`src/rtl/lir_pkg.sv`:
```
package lir_pkg;

    localparam int SAMPLE_BITS      = 24;
    localparam int FRAME_COUNT_BITS = 26;
    localparam int MAX_RUN          = 16;
    localparam int OUT_BITS         = 27;
    localparam int FRAC_BITS        = 16;
    localparam int POS_BITS         = FRAME_COUNT_BITS + FRAC_BITS;
    localparam int STEP_BITS        = 24;
    localparam int GAIN_BITS        = 16;
    localparam int GAIN_FRAC_BITS   = 12;
    localparam int RUN_BITS         = $clog2(MAX_RUN + 1);

    // shared multiplier: sample-sized operand times fraction or gain
    localparam int MUL_A_BITS  = SAMPLE_BITS + 2;
    localparam int MUL_B_BITS  = ((FRAC_BITS > GAIN_BITS) ? FRAC_BITS : GAIN_BITS) + 1;
    localparam int MUL_P_BITS  = MUL_A_BITS + MUL_B_BITS;
    localparam int SCALED_BITS = MUL_P_BITS - GAIN_FRAC_BITS;

    // configuration port
    localparam int CFG_INDEX_BITS = 3;
    localparam int CFG_DATA_BITS  = FRAME_COUNT_BITS;

    localparam logic [CFG_INDEX_BITS-1:0] CFG_PHASE_STEP    = 3'd0;
    localparam logic [CFG_INDEX_BITS-1:0] CFG_OUTPUT_FRAMES = 3'd1;
    localparam logic [CFG_INDEX_BITS-1:0] CFG_GAIN          = 3'd2;
    localparam logic [CFG_INDEX_BITS-1:0] CFG_MONO_MODE     = 3'd3;
    localparam logic [CFG_INDEX_BITS-1:0] CFG_STEREO_SOURCE = 3'd4;

    localparam logic [STEP_BITS-1:0] PHASE_STEP_RESET = 24'd65536;
    localparam logic [GAIN_BITS-1:0] GAIN_RESET       = 16'd20480;

    typedef enum logic [3:0] {
        ST_IDLE,
        ST_CHECK,
        ST_MUL_DL,
        ST_MUL_DR,
        ST_MUL_GL,
        ST_MUL_GR,
        ST_MUL_END,
        ST_FL_GL,
        ST_FL_GR,
        ST_FL_END,
        ST_EMIT,
        ST_PUSH,
        ST_FINISH
    } lir_state_t;

endpackage

```
`src/rtl/lir_in_if.sv`:
```
interface lir_in_if
    import lir_pkg::*;
();
    logic                          valid;
    logic                          ready;
    logic signed [SAMPLE_BITS-1:0] left_sample;
    logic signed [SAMPLE_BITS-1:0] right_sample;
    logic                          final_source;

    modport source (output valid, output left_sample, output right_sample,
                    output final_source, input ready);
    modport sink   (input valid, input left_sample, input right_sample,
                    input final_source, output ready);
endinterface

```
`src/rtl/lir_out_if.sv`:
```
interface lir_out_if
    import lir_pkg::*;
();
    logic                       valid;
    logic                       ready;
    logic signed [OUT_BITS-1:0] left_out;
    logic signed [OUT_BITS-1:0] right_out;
    logic                       run_last;
    logic                       frame_final;

    modport source (output valid, output left_out, output right_out,
                    output run_last, output frame_final, input ready);
    modport sink   (input valid, input left_out, input right_out,
                    input run_last, input frame_final, output ready);
endinterface

```
`src/rtl/lir_cfg_if.sv`:
```
interface lir_cfg_if
    import lir_pkg::*;
();
    logic                      valid;
    logic                      ready;
    logic [CFG_INDEX_BITS-1:0] index;
    logic [CFG_DATA_BITS-1:0]  data;

    modport source (output valid, output index, output data, input ready);
    modport sink   (input valid, input index, input data, output ready);
endinterface

```
`src/rtl/linear_interp_resampler_top.sv`:
```
// channel   role    payload
// samples   sink    left_sample, right_sample, final_source
// frames    source  left_out, right_out, run_last, frame_final
// cfg       sink    index, data (register write, always ready)
//
// each source frame is taken, checked, and then produces n interpolated outputs
// (0..16), each through the multiply, emit and push steps; a final frame also
// adds m flush copies. every product goes through the single 26x17 multiplier,
// four per interpolated output.
// the last result sits in the output register while the next frame is taken.
// reset is asynchronous, active low; no clearing pass is needed.
// a stalled output holds the sequencer in its push step; nothing is dropped.
module linear_interp_resampler_top
    import lir_pkg::*;
(
    input  logic     clk,
    input  logic     rst_n,
    lir_in_if.sink   samples,
    lir_out_if.source frames,
    lir_cfg_if.sink  cfg
);

    localparam int VAL_BITS = MUL_A_BITS;
    localparam int MIX_BITS = SCALED_BITS + 1;

    localparam logic signed [SCALED_BITS-1:0] SAT_HI =
        SCALED_BITS'((64'sd1 <<< (OUT_BITS - 1)) - 64'sd1);
    localparam logic signed [SCALED_BITS-1:0] SAT_LO =
        SCALED_BITS'(-(64'sd1 <<< (OUT_BITS - 1)));

    function automatic logic signed [OUT_BITS-1:0] sat_out(
        input logic signed [SCALED_BITS-1:0] x);
        logic signed [OUT_BITS-1:0] r;
        if (x > SAT_HI)
            r = SAT_HI[OUT_BITS-1:0];
        else if (x < SAT_LO)
            r = SAT_LO[OUT_BITS-1:0];
        else
            r = x[OUT_BITS-1:0];
        return r;
    endfunction

    // configuration registers
    logic [STEP_BITS-1:0]        phase_step_reg;
    logic [FRAME_COUNT_BITS-1:0] output_frames_reg;
    logic [GAIN_BITS-1:0]        gain_reg;
    logic                        mono_mode_reg;
    logic                        stereo_source_reg;

    // stream state
    logic [POS_BITS-1:0]           pos_reg;
    logic [FRAME_COUNT_BITS-1:0]   idx_reg;
    logic [FRAME_COUNT_BITS-1:0]   emitted_reg;
    logic signed [SAMPLE_BITS-1:0] prev_l_reg;
    logic signed [SAMPLE_BITS-1:0] prev_r_reg;

    // per-frame working registers
    logic signed [SAMPLE_BITS-1:0] cur_l_reg;
    logic signed [SAMPLE_BITS-1:0] cur_r_reg;
    logic                          fin_reg;
    logic                          flush_reg;
    logic [RUN_BITS-1:0]           run_reg;
    logic signed [MUL_P_BITS-1:0]  prod_reg;
    logic signed [VAL_BITS-1:0]    vl_reg;
    logic signed [VAL_BITS-1:0]    vr_reg;
    logic signed [SCALED_BITS-1:0] sl_reg;
    logic signed [SCALED_BITS-1:0] sr_reg;
    logic signed [OUT_BITS-1:0]    hold_l_reg;
    logic signed [OUT_BITS-1:0]    hold_r_reg;
    logic                          hold_ff_reg;

    // output register
    logic                          out_valid_reg;
    logic signed [OUT_BITS-1:0]    out_l_reg;
    logic signed [OUT_BITS-1:0]    out_r_reg;
    logic                          out_last_reg;
    logic                          out_final_reg;

    lir_state_t state_reg;
    lir_state_t state_next;

    // shared multiplier
    logic signed [MUL_A_BITS-1:0] mul_a;
    logic signed [MUL_B_BITS-1:0] mul_b;
    logic signed [MUL_P_BITS-1:0] mul_p;
    logic signed [MUL_P_BITS-1:0] prod_frac_shift;
    logic signed [MUL_P_BITS-1:0] prod_gain_shift;
    logic signed [MUL_B_BITS-1:0] frac_op;
    logic signed [MUL_B_BITS-1:0] gain_op;

    // emit path
    logic signed [MIX_BITS-1:0]   mix_sum;
    logic signed [MIX_BITS-1:0]   mix_half;
    logic signed [OUT_BITS-1:0]   emit_l;
    logic signed [OUT_BITS-1:0]   emit_r;
    logic [FRAME_COUNT_BITS-1:0]  emitted_inc;

    // loop control
    logic loop_ok;
    logic interp_ok;
    logic more;
    logic out_free;
    logic push;
    logic take_in;
    logic take_cfg;
    logic signed [SAMPLE_BITS-1:0] in_r_sel;

    assign take_in  = samples.valid && samples.ready;
    assign take_cfg = cfg.valid && cfg.ready;
    assign in_r_sel = stereo_source_reg ? samples.right_sample : samples.left_sample;
    assign out_free = !out_valid_reg || frames.ready;

    assign frac_op = signed'(MUL_B_BITS'(pos_reg[FRAC_BITS-1:0]));
    assign gain_op = signed'(MUL_B_BITS'(gain_reg));
    assign mul_p   = mul_a * mul_b;

    assign prod_frac_shift = prod_reg >>> FRAC_BITS;
    assign prod_gain_shift = prod_reg >>> GAIN_FRAC_BITS;

    assign mix_sum     = MIX_BITS'(sl_reg) + MIX_BITS'(sr_reg);
    assign mix_half    = mix_sum >>> 1;
    assign emit_l      = mono_mode_reg ? sat_out(mix_half[SCALED_BITS-1:0]) : sat_out(sl_reg);
    assign emit_r      = mono_mode_reg ? '0 : sat_out(sr_reg);
    assign emitted_inc = emitted_reg + 1'b1;

    // continuation tests read the already updated counters
    assign loop_ok   = (run_reg < RUN_BITS'(MAX_RUN)) && (emitted_reg < output_frames_reg);
    assign interp_ok = loop_ok && !flush_reg && (idx_reg != '0)
                       && (pos_reg[POS_BITS-1:FRAC_BITS] < idx_reg);
    assign more      = interp_ok || ((fin_reg || flush_reg) && loop_ok);

    // next state
    always_comb
    begin
        state_next = state_reg;
        unique case (state_reg)
            ST_IDLE:
            begin
                if (take_in)
                    state_next = ST_CHECK;
            end
            ST_CHECK:
            begin
                if (interp_ok)
                    state_next = ST_MUL_DL;
                else if (fin_reg && loop_ok)
                    state_next = ST_FL_GL;
                else
                    state_next = ST_FINISH;
            end
            ST_MUL_DL:  state_next = ST_MUL_DR;
            ST_MUL_DR:  state_next = ST_MUL_GL;
            ST_MUL_GL:  state_next = ST_MUL_GR;
            ST_MUL_GR:  state_next = ST_MUL_END;
            ST_MUL_END: state_next = ST_EMIT;
            ST_FL_GL:   state_next = ST_FL_GR;
            ST_FL_GR:   state_next = ST_FL_END;
            ST_FL_END:  state_next = ST_EMIT;
            ST_EMIT:    state_next = ST_PUSH;
            ST_PUSH:
            begin
                if (out_free)
                begin
                    if (interp_ok)
                        state_next = ST_MUL_DL;
                    else if (more && flush_reg)
                        state_next = ST_EMIT;
                    else if (more)
                        state_next = ST_FL_GL;
                    else
                        state_next = ST_FINISH;
                end
            end
            ST_FINISH:  state_next = ST_IDLE;
            default:    state_next = ST_IDLE;
        endcase
    end

    // outputs of the sequencer: multiplier operands and handshakes
    always_comb
    begin
        mul_a = '0;
        mul_b = '0;
        push  = 1'b0;
        unique case (state_reg)
            ST_MUL_DL:
            begin
                mul_a = MUL_A_BITS'(cur_l_reg) - MUL_A_BITS'(prev_l_reg);
                mul_b = frac_op;
            end
            ST_MUL_DR:
            begin
                mul_a = MUL_A_BITS'(cur_r_reg) - MUL_A_BITS'(prev_r_reg);
                mul_b = frac_op;
            end
            ST_MUL_GL:
            begin
                mul_a = vl_reg;
                mul_b = gain_op;
            end
            ST_MUL_GR:
            begin
                mul_a = vr_reg;
                mul_b = gain_op;
            end
            ST_FL_GL:
            begin
                mul_a = MUL_A_BITS'(cur_l_reg);
                mul_b = gain_op;
            end
            ST_FL_GR:
            begin
                mul_a = MUL_A_BITS'(cur_r_reg);
                mul_b = gain_op;
            end
            ST_PUSH:
            begin
                push = out_free;
            end
            default:
            begin
                push = 1'b0;
            end
        endcase
    end

    assign samples.ready = (state_reg == ST_IDLE);
    assign cfg.ready     = 1'b1;

    assign frames.valid       = out_valid_reg;
    assign frames.left_out    = out_l_reg;
    assign frames.right_out   = out_r_reg;
    assign frames.run_last    = out_last_reg;
    assign frames.frame_final = out_final_reg;

    always_ff @(posedge clk or negedge rst_n)
    begin
        if (!rst_n)
            state_reg <= ST_IDLE;
        else
            state_reg <= state_next;
    end

    // configuration writes
    always_ff @(posedge clk or negedge rst_n)
    begin
        if (!rst_n)
        begin
            phase_step_reg    <= PHASE_STEP_RESET;
            output_frames_reg <= '0;
            gain_reg          <= GAIN_RESET;
            mono_mode_reg     <= 1'b0;
            stereo_source_reg <= 1'b1;
        end
        else if (take_cfg)
        begin
            unique case (cfg.index)
                CFG_PHASE_STEP:    phase_step_reg    <= cfg.data[STEP_BITS-1:0];
                CFG_OUTPUT_FRAMES: output_frames_reg <= cfg.data[FRAME_COUNT_BITS-1:0];
                CFG_GAIN:          gain_reg          <= cfg.data[GAIN_BITS-1:0];
                CFG_MONO_MODE:     mono_mode_reg     <= cfg.data[0];
                CFG_STEREO_SOURCE: stereo_source_reg <= cfg.data[0];
                default:           phase_step_reg    <= phase_step_reg;
            endcase
        end
    end

    // stream state and control counters
    always_ff @(posedge clk or negedge rst_n)
    begin
        if (!rst_n)
        begin
            pos_reg     <= '0;
            idx_reg     <= '0;
            emitted_reg <= '0;
            prev_l_reg  <= '0;
            prev_r_reg  <= '0;
            fin_reg     <= 1'b0;
            flush_reg   <= 1'b0;
            run_reg     <= '0;
        end
        else
        begin
            unique case (state_reg)
                ST_IDLE:
                begin
                    if (take_in)
                    begin
                        fin_reg   <= samples.final_source;
                        flush_reg <= 1'b0;
                        run_reg   <= '0;
                        // a mono source keeps both history channels equal
                        if (!stereo_source_reg)
                            prev_r_reg <= prev_l_reg;
                    end
                end
                ST_FL_GL:
                begin
                    flush_reg <= 1'b1;
                end
                ST_EMIT:
                begin
                    emitted_reg <= emitted_inc;
                    run_reg     <= run_reg + 1'b1;
                    if (!flush_reg)
                        pos_reg <= pos_reg + POS_BITS'(phase_step_reg);
                end
                ST_FINISH:
                begin
                    if (fin_reg)
                    begin
                        // end of sample: start over for the next one
                        pos_reg     <= '0;
                        idx_reg     <= '0;
                        emitted_reg <= '0;
                        prev_l_reg  <= '0;
                        prev_r_reg  <= '0;
                    end
                    else
                    begin
                        prev_l_reg <= cur_l_reg;
                        prev_r_reg <= cur_r_reg;
                        idx_reg    <= idx_reg + 1'b1;
                    end
                end
                default:
                begin
                    run_reg <= run_reg;
                end
            endcase
        end
    end

    // datapath payload
    always_ff @(posedge clk)
    begin
        prod_reg <= mul_p;
        if (take_in)
        begin
            cur_l_reg <= samples.left_sample;
            cur_r_reg <= in_r_sel;
        end
        unique case (state_reg)
            ST_MUL_DR:
            begin
                vl_reg <= VAL_BITS'(prev_l_reg) + VAL_BITS'(prod_frac_shift);
            end
            ST_MUL_GL:
            begin
                vr_reg <= VAL_BITS'(prev_r_reg) + VAL_BITS'(prod_frac_shift);
            end
            ST_MUL_GR, ST_FL_GR:
            begin
                sl_reg <= SCALED_BITS'(prod_gain_shift);
            end
            ST_MUL_END, ST_FL_END:
            begin
                sr_reg <= SCALED_BITS'(prod_gain_shift);
            end
            ST_EMIT:
            begin
                hold_l_reg  <= emit_l;
                hold_r_reg  <= emit_r;
                hold_ff_reg <= (emitted_inc == output_frames_reg);
            end
            default:
            begin
                hold_ff_reg <= hold_ff_reg;
            end
        endcase
    end

    // output register: one result waits here while the next one is built
    always_ff @(posedge clk or negedge rst_n)
    begin
        if (!rst_n)
            out_valid_reg <= 1'b0;
        else if (push)
            out_valid_reg <= 1'b1;
        else if (frames.ready)
            out_valid_reg <= 1'b0;
    end

    always_ff @(posedge clk)
    begin
        if (push)
        begin
            out_l_reg     <= hold_l_reg;
            out_r_reg     <= hold_r_reg;
            out_last_reg  <= !more;
            // a final frame also marks its last result as the sample's end
            out_final_reg <= hold_ff_reg || (fin_reg && !more);
        end
    end

endmodule
```
`src/flat_wrapper.sv`:
```
// flat-port wrapper written by rule: the top's interface ports become plain ports
module linear_interp_resampler_top_flat import lir_pkg::*;
  (clk, rst_n, samples_valid, samples_left_sample, samples_right_sample, samples_final_source, samples_ready, frames_valid, frames_left_out, frames_right_out, frames_run_last, frames_frame_final, frames_ready, cfg_valid, cfg_index, cfg_data, cfg_ready);
  lir_in_if samples_i ();
  lir_out_if frames_i ();
  lir_cfg_if cfg_i ();
  input  logic clk;
  input  logic rst_n;
  input wire logic [$bits(samples_i.valid)-1:0] samples_valid;
  input wire logic [$bits(samples_i.left_sample)-1:0] samples_left_sample;
  input wire logic [$bits(samples_i.right_sample)-1:0] samples_right_sample;
  input wire logic [$bits(samples_i.final_source)-1:0] samples_final_source;
  output wire logic [$bits(samples_i.ready)-1:0] samples_ready;
  output wire logic [$bits(frames_i.valid)-1:0] frames_valid;
  output wire logic [$bits(frames_i.left_out)-1:0] frames_left_out;
  output wire logic [$bits(frames_i.right_out)-1:0] frames_right_out;
  output wire logic [$bits(frames_i.run_last)-1:0] frames_run_last;
  output wire logic [$bits(frames_i.frame_final)-1:0] frames_frame_final;
  input wire logic [$bits(frames_i.ready)-1:0] frames_ready;
  input wire logic [$bits(cfg_i.valid)-1:0] cfg_valid;
  input wire logic [$bits(cfg_i.index)-1:0] cfg_index;
  input wire logic [$bits(cfg_i.data)-1:0] cfg_data;
  output wire logic [$bits(cfg_i.ready)-1:0] cfg_ready;
  assign samples_i.valid = samples_valid;
  assign samples_i.left_sample = samples_left_sample;
  assign samples_i.right_sample = samples_right_sample;
  assign samples_i.final_source = samples_final_source;
  assign samples_ready = samples_i.ready;
  assign frames_valid = frames_i.valid;
  assign frames_left_out = frames_i.left_out;
  assign frames_right_out = frames_i.right_out;
  assign frames_run_last = frames_i.run_last;
  assign frames_frame_final = frames_i.frame_final;
  assign frames_i.ready = frames_ready;
  assign cfg_i.valid = cfg_valid;
  assign cfg_i.index = cfg_index;
  assign cfg_i.data = cfg_data;
  assign cfg_ready = cfg_i.ready;
  linear_interp_resampler_top u_core (.clk(clk), .rst_n(rst_n), .samples(samples_i), .frames(frames_i), .cfg(cfg_i));
endmodule
```
`config.mk`:
```
export PLATFORM = sky130hd
export DESIGN_NAME = linear_interp_resampler_top_flat
export DESIGN_NICKNAME = d
export VERILOG_FILES = /design/src/rtl/lir_pkg.sv /design/src/rtl/lir_in_if.sv /design/src/rtl/lir_out_if.sv /design/src/rtl/lir_cfg_if.sv /design/src/rtl/linear_interp_resampler_top.sv /design/src/flat_wrapper.sv
export SDC_FILE = /design/constraint.sdc
export NUM_CORES = 2
export LEC_CHECK = 0
export BUFFER_PORTS_ARGS = -buffer_cell sky130_fd_sc_hd__buf_2
export CAP_MARGIN = 20
export CORE_UTILIZATION = 59
export DETAILED_ROUTE_END_ITERATION = 16
export GPL_TIMING_DRIVEN = 0
export PLACE_DENSITY_LB_ADDON = 0.12
export RECOVER_POWER = 100
export SYNTH_ARGS = -nofsm -noshare
export SYNTH_HDL_FRONTEND = slang
export SYNTH_SLANG_ARGS = --single-unit
```
`constraint.sdc`:
```
create_clock -name clk -period 9.6 [get_ports clk]
set_input_delay 1.44 -clock clk [delete_from_list [all_inputs] [get_ports clk]]
set_output_delay 1.44 -clock clk [all_outputs]
set_load 0.05 [all_outputs]
```
# --- Word-level counts from Yosys, hierarchy flattened ---
# Cells that the tools add are included.
word_totals:
  reg_bits: 538
  wordCells: 148
  input_bits: 83
  out_inout_bits: 59
classes:
  n_reduce_logical: 41
  n_lt_le_gt_ge: 9
  multipliers: 1
  mux: 36
  n_addsub: 9
  n_eq_ne: 22
ops:
  columns: ["cell", "n"]
  rows:
  - ["27-bit two-way mux", 6]
  - ["26-bit case mux with 6 select lines", 1]
  - ["24-bit two-way mux", 5]
  - ["31-bit by 27-bit greater-than comparator with 1-bit output, second input constant", 3]
  - ["31-bit by 27-bit < comparator with 1-bit output, second input constant", 3]
  - ["42-bit two-way mux", 2]
  - ["42-bit case mux with 2 select lines", 1]
  - ["26-bit two-way mux", 3]
  - ["24-bit by 26-bit adder with 26-bit output", 2]
  - ["26-bit by 1-bit adder with 26-bit output, second input constant", 2]
  - ["26-bit < comparator", 2]
  - ["26-bit case mux with 2 select lines", 1]
  - ["24-bit by 24-bit subtractor with 25-bit output", 2]
  - ["24-bit case mux with 2 select lines", 1]
  - ["4-bit case mux with 11 select lines", 1]
  - ["26-bit by 17-bit multiplier with 43-bit output", 1]
  - ["42-bit by 24-bit adder with 42-bit output", 1]
  - ["31-bit by 31-bit adder with 32-bit output", 1]
  - ["16-bit case mux with 2 select lines", 1]
  - ["4-bit two-way mux", 7]
  - ["26-bit equality test", 1]
  - ["26-bit nonzero test", 1]
  - ["4-bit equality test, second input constant", 5]
  - ["2-bit AND reduction", 10]
  - ["23 further kinds", 55]

# --- Longest topological paths before layout ---
logic_depth:
  word_depth: 11
  mapped_depth: 38
  depth_no_buf: 37

# --- Worst setup path after synthesis ---
# No wires, ideal clock.
synth_timing:
  kind: "register to register"
  start: "reg u_core.state_reg[3]"
  end: "reg u_core.prod_reg[42]"
  arrival_ns: 8.550
  setup_ns: 0.121
  synth_period_minus_slack_ns: 8.670
  slack_ns: 0.930
  required_time_ns: 9.479
  path_stages_with_launch: 32
  path_buffers: 4
  cell_sequence: "dfrtp_1 buf_2 nand2b_1 clkbuf_1 nor3_1 clkbuf_1 a22oi_1 nand3_1 clkbuf_1 nand2_1 fa_1 fa_1 inv_1 fa_1 inv_1 fa_1 inv_1 fa_1 inv_1 fa_1 inv_1 ha_1 a21oi_1 nor2_1 nor3b_1 and3_1 o41a_1 o31ai_1 a21oi_1 a21oi_1 a21oi_1 xnor2_1"
synth_between:
  elab_chain_cells: 4
  word_cells_on_any_way: 11
  cone_classes: "1 x mul; 6 x eq/ne; 2 x mux; 2 x reduce/logical"
synth_lines:
  columns: ["item", "line_no", "text"]
  rows:
  - ["from (decl)", "linear_interp_resampler_top.sv:79", "lir_state_t state_reg;"]
  - ["from (signal assigned)", "linear_interp_resampler_top.sv:241", "state_reg <= state_next;"]
  - ["4-bit by 3-bit equality test with 1-bit output (tied with other cells)", "linear_interp_resampler_top.sv:185", "unique case (state_reg)"]
  - ["4-bit OR reduction (no source line) or 2-bit OR reduction (tied branches)", null, null]
  - ["16-bit case mux with 2 select lines", "linear_interp_resampler_top.sv:185", null]
  - ["26-bit by 17-bit multiplier with 43-bit output (*)", "linear_interp_resampler_top.sv:115", "assign mul_p = mul_a * mul_b;"]
  - ["via u_core.mul_p[42]", "linear_interp_resampler_top.sv:85", "logic signed [MUL_P_BITS-1:0] mul_p;"]
  - ["to (signal assigned)", "linear_interp_resampler_top.sv:337", "prod_reg <= mul_p;"]
  - ["to (decl)", "linear_interp_resampler_top.sv:63", "logic signed [MUL_P_BITS-1:0] prod_reg;"]
# Mark *: on every way through the listed nets, which the timed path passes. The rest lies on a longest branch.
# A chain may end at the register's enable or synchronous reset.

# --- Final worst setup path ---
layout_timing:
  start: "reg u_core.cur_r_reg[0]"
  end: "reg u_core.prod_reg[42]"
layout_between:
  elab_chain_cells: 3
layout_lines:
  columns: ["item", "line_no", "text"]
  rows:
  - ["from (decl)", "linear_interp_resampler_top.sv:59", "logic signed [SAMPLE_BITS-1:0] cur_r_reg;"]
  - ["from (signal assigned)", "linear_interp_resampler_top.sv:341", "cur_r_reg <= in_r_sel;"]
  - ["24-bit by 24-bit subtractor with 25-bit output", "linear_interp_resampler_top.sv:193", "mul_a = MUL_A_BITS'(cur_r_reg) - MUL_A_BITS'(prev_r_reg);"]
  - ["26-bit case mux with 6 select lines (*)", "linear_interp_resampler_top.sv:185", null]
  - ["26-bit by 17-bit multiplier with 43-bit output (*)", "linear_interp_resampler_top.sv:115", null]
  - ["via u_core.mul_p[42]", "linear_interp_resampler_top.sv:85", null]
# Marked as above.

==> run_results.csv <==
group,metric,value,unit
layout,layout_commonest_cell,"inv_1",
drt,route.detailed.drc,17,
yosys,synth-edff-count,273,
layout,drive_gt1_share,7.44,%
timing,setup_viol,0,
critical_path,path_class,"register to register",
clock_tree,cts_hold_buffers,0,
timing,maxSlewHeadroom,-223,%
hold_path,min_path_type,"register to register",
yosys,ys.flop_type,"edfxtp_1",
layout,n_fill_cell,6067,
critical_path,slowest_delay,0.56,ns
floorplan,core-area,73300,µm²
layout,mostFrequentLayoutCells,"inv_1 (656), nand2_1 (474), fa_1 (408), ha_1 (310), nor2_1 (281)",
yosys,avgSynthCellArea,9.81,µm²
yosys,synth-seq-cells,526,
global_routing,grtUsageTotal,34.2,%
floorplan,die_width,275,µm
floorplan,num_io_pins,142,
drt,routed_wl,126,mm
drt,m1WireLength,52.6,mm
clock_tree,tritoncts,"yes",
drt,highest_layer,"met4",
job,drv_cap,9,
clock_tree,cts_buffers,58,
place,place_hpwl,101,mm
place,finalWeightedCongestion,1.00,
global_routing,grt_max_degree,88,
yosys,synth_area,43900,µm²
status,failed_checks,"design-rule violations, max-capacitance violations, max-slew violations",
yosys,synth_cell_types,86,
layout,final_util,65.8,%
drt,drt_iter0_markers,3505,
global_routing,grt_pass1_vias,34300,
global_routing,grt_overflow,0,
drt,drtPass1Iterations,13,
floorplan,row_count,99,
place,post-place-ws,-1.25,ns
timing,layout_min_cycle_time,9.31,ns
clock_tree,cts.sinks,526,
clock_tree,clockRootBuffer,"clkbuf_16",
layout,fin_nets,5501,
clock_tree,ctsLongestPathBuffers,3,
yosys,seq_area_frac_synth,32.7,%
yosys,postSynthCellCount,4480,
clock_tree,htree_levels,2,
yosys,yosys-top-cells-area,"edfxtp_1 (19%), fa_1 (19%), dfrtp_1 (12%)",
clock_tree,insertion_delay,0.65,ns
yosys,yosysWarningCount,0,
timing,grt_setup_unrepaired,"yes",
critical_path,critical_path_required,10.12,ns
critical_path,worstPathMaxFanout,4,
timing,finalCritPeriodShare,96.9,%
floorplan,die_h,275,µm
critical_path,start_kind,"register",
floorplan,start_util,59.9,%
timing,finalSetupTns,0,ns
drt,viasPerCell,5.98,
timing,tightest_slew,4.85,ns
yosys,synth_top_area_cell,"edfxtp_1",
drt,post_drt_wl_per_cell,22.0,µm
critical_path,cp_common_cell,"fa_1",
clock_tree,clk_pin_slew,0.06,ns
critical_path,crit_arrival,9.83,ns
drt,ant_nets,0,
critical_path,crit_slowest_cell,"fa_1",
drt,wl_met2,55.3,mm
global_routing,antenna_found_initial,10,
drt,wl_met3,12.2,mm
critical_path,critPathCaptureType,"register",
yosys,asyncSetResetFlopFracSynth,42.2,%
timing,slew_violations,378,
floorplan,die_area,75600,µm²
layout,multiInputGateArea,26700,µm²
layout,largest_reg_flops,42,
timing,hold_slack,0.410,ns
layout,seq_area,14400,µm²
yosys,synth_nets,5282,
place,portBuffers,140,
timing,setup_ws,0.293,ns
timing,finalClockSkew,0.0380,ns
yosys,synth_top_area_share,18.7,%
drt,vias,34200,
timing,fmax,0.107,GHz
global_routing,grt_pass1_wl,197,mm
status,status,"finished, violations left",
timing,hold_viol_final,0,
layout,area_delta_synth_final,9.78,%
## cell type report
type	instances	area share (%)
Timing Repair Buffer	163	1.63
Antenna cell	5	0.0259
Tap cell	959	2.49
Inverter	659	5.14
Clock inverter	34	0.825
Multi-Input combinational cell	3136	55.4
Clock buffer	74	3.34
Sequential cell	526	29.8
Buffer	155	1.31
## worst paths after layout
check,start,end,slack (ns),cells after the start
setup / recovery,u_core.cur_r_reg[0]$_DFFE_PP_,u_core.prod_reg[42]$_DFF_P_,0.29,36
hold / removal,u_core.hold_r_reg[8]$_SDFFCE_PP0P_,u_core.frames.right_out[8]$_DFFE_PP_,0.41,0
setup reg to reg,u_core.cur_r_reg[0]$_DFFE_PP_,u_core.prod_reg[42]$_DFF_P_,0.29,36
hold reg to reg,u_core.hold_r_reg[8]$_SDFFCE_PP0P_,u_core.frames.right_out[8]$_DFFE_PP_,0.41,0
max in group asynchronous,rst_n,u_core.prev_l_reg[3]$_DFFE_PN0P_,1.45,3
min in group asynchronous,rst_n,u_core.phase_step_reg[12]$_DFFE_PN0P_,1.76,1
## stage by stage
step	instances	cell area, µm²
2_1_floorplan	4480	43900
6_report	5711	48200
4_1_cts	5701	48300
3_3_place_gp	5579	45800
3_5_place_dp	5590	46100
5_1_grt	5711	48200
## cell usage after synthesis (9+ instances only)
cell type and instances:
a211oi_1 21, a21o_1 116, a21oi_1 192, a221o_1 13
a221oi_1 33, a22o_1 37, a22oi_1 38, a31oi_1 49
and2_1 50, and3_1 43, buf_2 10, clkbuf_1 141
dfrtp_1 218, dfxtp_1 31, edfxtp_1 273, fa_1 409
ha_1 310, inv_1 658, mux2_2 67, nand2_1 474
nand2b_1 29, nand3_1 64, nand4_1 29, nor2_1 282
nor2b_1 34, nor3_1 48, nor3b_1 10, nor4_1 15
o211ai_1 26, o21a_1 59, o21ai_0 240, o21ai_1 32
o21bai_1 17, o31ai_1 24, or3_1 13, or4_1 9
xnor2_1 148, xor2_1 73
## cell families after synthesis
kind of cell | synth area share, %
AOI/OAI and AO/OA | 14.7
xor gates and xnor gates | 4.44
adders and majority gates | 27.5
buffers and inverters | 7.02
DFF | 32.7
muxes | 1.88
other | 0.00853
and+or+nand+nor | 11.8
## worst max-delay path, delay by kind of cell (launching register included)
family	cells	cell delay, ns
compound gates	14	2.79
xor+xnor	2	0.36
fa+ha+maj	9	4.12
buf+inv	7	0.64
flops	1	0.42
simple gates	4	0.89
## timing repair
action	CTS	global route
setup buffers	4	7
pin swaps	3	11
gates cloned	0	0
setup endpoints to repair	16	13
resized for setup	49	45
## routing by layer
metal / up-vias / global-route usage, %
met5: - / 0
met3: 265 / 7.01
met2: 1426 / 52.3
met4: 0 / 13.8
met1: 16800 / 47.9
li1: 15700 / -
Power is left out: the tool's default activity adds up to more than one toggle a clock period on the data nets, which glitch-free logic cannot reach.
